`src/design/tdi_pkg.sv`:
```
// ----------------------------------------------------------------------------
// tdi_pkg
// Widths, status codes and stage word types for the depth interpolator.
// ----------------------------------------------------------------------------
package tdi_pkg;

  localparam int CoordBits      = 12;
  localparam int WeightFracBits = 24;
  localparam int InvFracBits    = 28;
  localparam int DepthFracBits  = 16;
  localparam int InvBits        = 32;
  localparam int DepthBits      = 32;

  localparam int XyBits   = 2 * CoordBits;
  localparam int AreaBits = 2 * CoordBits + 3;
  localparam int WtBits   = WeightFracBits + 1;
  localparam int ProdBits = InvBits + WtBits;
  localparam int SumBits  = ProdBits + 2;
  localparam int IvBits   = SumBits - WeightFracBits;
  localparam int RecipShift = DepthFracBits + InvFracBits - DepthBits;

  localparam logic [WtBits-1:0]    WtOne     = WtBits'(1) << WeightFracBits;
  localparam logic [IvBits-1:0]    RecipInit = IvBits'(1) << RecipShift;
  localparam logic [DepthBits-1:0] DepthSat  = '1;

  localparam logic [1:0] StOk       = 2'd0;
  localparam logic [1:0] StZeroArea = 2'd1;
  localparam logic [1:0] StNonPos   = 2'd2;
  localparam logic [1:0] StOverflow = 2'd3;

  typedef struct packed {
    logic                valid;
    logic [1:0]          status;
    logic [AreaBits-1:0] full;
    logic [AreaBits-1:0] au;
    logic [AreaBits-1:0] av;
  } tdi_area_t;

  typedef struct packed {
    logic                      valid;
    logic [1:0]                status;
    logic [AreaBits-1:0]       full;
    logic [AreaBits-1:0]       ru;
    logic [AreaBits-1:0]       rv;
    logic [WeightFracBits-1:0] qu;
    logic [WeightFracBits-1:0] qv;
    logic                      satu;
    logic                      satv;
  } tdi_div_t;

  typedef struct packed {
    logic              valid;
    logic [1:0]        status;
    logic [WtBits-1:0] u;
    logic [WtBits-1:0] v;
  } tdi_wt_t;

  typedef struct packed {
    logic              valid;
    logic [1:0]        status;
    logic [IvBits-1:0] inv;
  } tdi_inv_t;

  typedef struct packed {
    logic                 valid;
    logic [1:0]           status;
    logic [IvBits-1:0]    inv;
    logic [IvBits-1:0]    rem;
    logic [DepthBits-1:0] quo;
  } tdi_rcp_t;

endpackage

```
`src/design/tdi_area.sv`:
```
// ----------------------------------------------------------------------------
// tdi_area
// Three-stage signed area pipeline: differences, products, magnitudes.
// ----------------------------------------------------------------------------
module tdi_area import tdi_pkg::*; (
  input  logic                 clk_i,
  input  logic                 rst_ni,
  input  logic                 valid_i,
  input  logic [CoordBits-1:0] pixel_x_i,
  input  logic [CoordBits-1:0] pixel_y_i,
  input  logic [XyBits-1:0]    va_xy_i,
  input  logic [XyBits-1:0]    vb_xy_i,
  input  logic [XyBits-1:0]    vc_xy_i,
  output tdi_area_t            area_o
);

  localparam int DW = CoordBits + 1;
  localparam int PW = 2 * DW;

  logic                 v1_q, v2_q;
  logic signed [DW-1:0] dxc_q, dyb_q, dyc_q, dxb_q, dqx_q, dqy_q;
  logic signed [PW-1:0] p0_q, p1_q, p2_q, p3_q, p4_q, p5_q;
  logic signed [AreaBits-1:0] sd_d, su_d, sv_d;
  tdi_area_t area_d, area_q;

  function automatic logic signed [DW-1:0] sub_c(logic [CoordBits-1:0] a,
                                                 logic [CoordBits-1:0] b);
    return $signed({1'b0, a}) - $signed({1'b0, b});
  endfunction

  function automatic logic [AreaBits-1:0] mag(logic signed [AreaBits-1:0] s);
    return s[AreaBits-1] ? AreaBits'(-s) : AreaBits'(s);
  endfunction

  always_ff @(posedge clk_i or negedge rst_ni) begin
    if (!rst_ni) begin
      v1_q <= 1'b0;
      v2_q <= 1'b0;
    end else begin
      v1_q <= valid_i;
      v2_q <= v1_q;
    end
  end

  always_ff @(posedge clk_i) begin
    dxc_q <= sub_c(vc_xy_i[XyBits-1:CoordBits], va_xy_i[XyBits-1:CoordBits]);
    dxb_q <= sub_c(vb_xy_i[XyBits-1:CoordBits], va_xy_i[XyBits-1:CoordBits]);
    dyc_q <= sub_c(vc_xy_i[CoordBits-1:0], va_xy_i[CoordBits-1:0]);
    dyb_q <= sub_c(vb_xy_i[CoordBits-1:0], va_xy_i[CoordBits-1:0]);
    dqx_q <= sub_c(pixel_x_i, va_xy_i[XyBits-1:CoordBits]);
    dqy_q <= sub_c(pixel_y_i, va_xy_i[CoordBits-1:0]);
    p0_q  <= PW'(dxc_q) * PW'(dyb_q);
    p1_q  <= PW'(dyc_q) * PW'(dxb_q);
    p2_q  <= PW'(dxc_q) * PW'(dqy_q);
    p3_q  <= PW'(dyc_q) * PW'(dqx_q);
    p4_q  <= PW'(dqx_q) * PW'(dyb_q);
    p5_q  <= PW'(dqy_q) * PW'(dxb_q);
  end

  always_comb begin
    sd_d          = AreaBits'(p0_q) - AreaBits'(p1_q);
    su_d          = AreaBits'(p2_q) - AreaBits'(p3_q);
    sv_d          = AreaBits'(p4_q) - AreaBits'(p5_q);
    area_d.valid  = v2_q;
    area_d.full   = mag(sd_d);
    area_d.au     = mag(su_d);
    area_d.av     = mag(sv_d);
    area_d.status = (sd_d == '0) ? StZeroArea : StOk;
  end

  always_ff @(posedge clk_i or negedge rst_ni) begin
    if (!rst_ni) begin
      area_q <= '0;
    end else begin
      area_q <= area_d;
    end
  end

  assign area_o = area_q;

endmodule

```
`config.mk`:
```
export PLATFORM = sky130hd
export DESIGN_NAME = tdi_area
export DESIGN_NICKNAME = d
export VERILOG_FILES = /design/src/design/tdi_pkg.sv /design/src/design/tdi_area.sv
export SDC_FILE = /design/constraint.sdc
export NUM_CORES = 2
export LEC_CHECK = 0
export BUFFER_PORTS_ARGS = -buffer_cell sky130_fd_sc_hd__buf_2
export CAP_MARGIN = 20
export CORE_ASPECT_RATIO = 1.75
export CORE_MARGIN = 2
export CORE_UTILIZATION = 50
export DETAILED_ROUTE_END_ITERATION = 10
export PLACE_DENSITY = 0.73
export RECOVER_POWER = 100
export SETUP_SLACK_MARGIN = 0.1
export SYNTH_ARGS = -nofsm -noshare
export SYNTH_HDL_FRONTEND = slang
export SYNTH_SLANG_ARGS = --single-unit
```
`constraint.sdc`:
```
create_clock -name clk_i -period 13.9 [get_ports clk_i]
set_input_delay 3.475 -clock clk_i [delete_from_list [all_inputs] [get_ports clk_i]]
set_output_delay 3.475 -clock clk_i [all_outputs]
set_load 0.01 [all_outputs]
```
==> impl_metrics.json <==
{
  "status": "finished with violations",
  "failed_checks": "max-capacitance violations, max-slew violations",
  "synthAdderAreaFrac_pct": 49.2,
  "synth_area_um2": 54000,
  "reg2reg_depth": 17,
  "vias": 40500,
  "synth_top_area_share_pct": 36.3,
  "synthFlopType": "dfxtp_1",
  "syn-num-nets": 7572,
  "synth_top_family_by_area": "adder cells",
  "io-pin-count": 183,
  "r2r-start": "dyb_q[12]",
  "grt_pass1_vias": 44100,
  "fillers": 9632,
  "synth-simple-area-share_pct": 15.2,
  "grt-ovfl-total": 0,
  "route.detailed.drc": 0,
  "numPortBuffers": 181,
  "grt_max_degree": 56,
  "hold_viol": 0,
  "critPathMaxFanout": 19,
  "drtIter0Drc": 2232,
  "drive_above_1_share_pct": 4.11,
  "yosys_register_bits": 319,
  "yosys.area_share.xor_xnor_pct": 5.09,
  "hold_path.class": "flip-flop to flip-flop",
  "cts.sinks": 319,
  "postCtsHoldBufs": 0,
  "ant_nets": 0,
  "clock.fmax_mhz": 138,
  "post-route-period-util_pct": 52.2,
  "drv_slew": 115,
  "reg2reg_setup_slack_ns": 6.64,
  "clock_latency_ns": 0.60,
  "die_w_um": 252,
  "synth_compound_area_share_pct": 7.82,
  "layout.nets": 7662,
  "yosys_warnings": 0,
  "drv_cap": 3,
  "dp_hpwl_mm": 112,
  "syn_to_final_growth_pct": 6.55,
  "synthTopCellsByCount": "1220 x inv_1, 981 x fa_1, 672 x nand2_1",
  "die_y_um": 439,
  "clk_path_buf_depth": 3,
  "cts_htree_levels": 2,
  "crit_start": "dyb_q[12]",
  "synth_cell_type_count": 89,
  "gr-usage-met3_pct": 3.19,
  "drtPass1Iterations": 6,
  "cts_tree": "built",
  "via_per_inst": 5.45,
  "syn_avg_cell_area_um2": 9.10,
  "clk_pin_slew_worst_paths_ns": 0.07,
  "cts_root_buffer": "clkbuf_16",
  "wl_mm": 140,
  "gp_congestion": 0.919,
  "die_area_um2": 111000,
  "grt_use_met1_pct": 27.2,
  "worst_slew_pin_slew_ns": 2.93,
  "initial_core_util_pct": 50.4,
  "core_area_um2": 107000,
  "ctsResizeCount": 0,
  "antenna_found_initial": 5,
  "finalSetupViolCount": 0,
  "multi_input_area_um2": 41800,
  "top_usage_layer": "met2",
  "synth_area_leaders": "fa_1 36%, ha_1 13%, dfxtp_1 8.7%, inv_1 8.5%, and2_1 5.0%",
  "rows": 159,
  "yosysSeqAreaShare_pct": 12.6,
  "endpoint": "p4_q[22]",
  "grt_pass1_wl_mm": 224,
  "cp.arrival_ns": 7.77,
  "tns_ns": 0,
  "wire_per_inst_um": 18.9,
  "end_kind": "flip-flop",
  "r2r-end": "p4_q[22]",
  "grtUsageTotal_pct": 25.9,
  "post-route-min-period_ns": 7.26,
  "async_reset_ff_share_pct": 26.6,
  "syn-instance-count": 5937,
  "fin_skew_ns": 0.0248,
  "post-cts-setup-buffer-count": 0,
  "ff_latch_area_um2": 6810,
  "max_slew_margin_pct": -95.2,
  "numCtsBuffers": 36,
  "synth_top_cell_by_area": "fa_1",
  "path_class": "flip-flop to flip-flop",
  "required_ns": 14.41,
  "synth_mux_area_share_pct": 0.0371,
  "met2_usage_pct": 47.7,
  "rsz0062_at_grt": "no",
  "startpoint_type": "flip-flop",
  "synth_edf_count": 0,
  "synthMostInstantiatedCell": "inv_1"
}
layout by cell type, fill, tap and decap left out, drive strengths merged, types with 6 or more instances in the layout:
cell and instances:
or3 28, or4 11, nand2 672, o211ai 16, dfrtp 85, nand4 11, o21ai 165, xnor2 231
a21boi 49, o21bai 14, o21a 19, a31oi 30, nand3 49, a2111oi 7, a211oi 15, clkbuf 141
dfxtp 234, a21o 81, a41o 6, nor4 9, xor2 83, nor3b 6, nor2 253, a41oi 6
nor2b 44, clkinv 13, or2 20, nand2b 49, o41ai 6, inv 1225, o31ai 18, buf 158
nor3 66, ha 555, and3 20, fa 981, a21oi 148, and2 431
stage by stage:
| step | util (%) | hold WS [ns] | instances | setup WS [ns] | instance area (um^2) |
|---|---|---|---|---|---|
| after floorplan | - | 0.331 | 5937 | 8.12 | 54000 |
| after global placement | 52.6 | 0.337 | 7352 | 7.18 | 56400 |
| after CTS | 53.8 | 0.352 | 7420 | 7.07 | 57700 |
| after global routing | 53.7 | 0.355 | 7425 | 6.00 | 57600 |
| after detailed placement | 52.6 | 0.337 | 7354 | 7.08 | 56400 |
| final | 53.7 | 0.348 | 7426 | 6.64 | 57600 |
worst min-delay path by stage:
| stage | start | to | slack, ns | cells after the start |
|---|---|---|---|---|
| 2_1_floorplan | v2_q | area_o[83] | 0.33 | 0 |
| 3_3_place_gp | v1_q | v2_q | 0.34 | 0 |
| 3_5_place_dp | v2_q | area_o[83] | 0.34 | 0 |
| 4_1_cts | v2_q | area_o[83] | 0.35 | 0 |
| 5_1_grt | v2_q | area_o[83] | 0.36 | 0 |
| 6_report | v2_q | area_o[83] | 0.35 | 0 |
cell type report:
cell class	instances	share of cell area (%)
well taps	1368	2.97
diodes	3	0.0130
inverters	1224	7.98
repair buffers	254	2.37
clock inverters	21	0.476
multi-input cells	4192	72.6
clock buffers	45	1.77
flip-flops and latches	319	11.8
critical path: stages (launching register included):
cell and delay (ns):
dfxtp_1 0.59, clkbuf_1 0.68, clkinv_1 1.00, nor2_1 0.36
fa_1 0.48, fa_1 0.51, fa_1 0.42, fa_1 0.51
fa_1 0.41, ha_1 0.28, ha_1 0.35, nand3_1 0.09
o21ai_0 0.27, nor3_1 0.13, o31ai_1 0.54, and2_0 0.20
o21ai_0 0.07, a221oi_1 0.27
routing by layer:
| layer | routed length [um] | part of all wire [%] |
|---|---|---|
| met1 | 48400 | 34 |
| met5 | 16 | 0.011 |
| met4 | 11400 | 8.1 |
| met3 | 7680 | 5.5 |
| met2 | 72800 | 52 |
sequential cells by signal, indices dropped and copies added, names as in the netlist:
signal and cells:
p1_q 26, p4_q 26, v2_q 1, dqy_q 13
v1_q 1, area_o 83, p0_q 26, dyc_q 13
dqx_q 13, p3_q 26, p2_q 26, p5_q 26
dyb_q 13, dxb_q 13, dxc_q 13
cell families (layout without fill, tap and decap cells):
| kind of cell | Yosys count | in the layout |
|---|---|---|
| AND/OR/NAND/NOR | 1693 | 1693 |
| buffers and inverters | 1426 | 1544 |
| flip-flops | 319 | 319 |
| AO/OA/AOI/OAI | 646 | 646 |
| adder cells (fa/ha/maj) | 1536 | 1536 |
| other | 1 | 4 |
| XOR/XNOR | 314 | 314 |
| multiplexers | 2 | 2 |
Power is left out: the tool's default activity adds up to more than one toggle a clock period on the data nets, which glitch-free logic cannot reach.
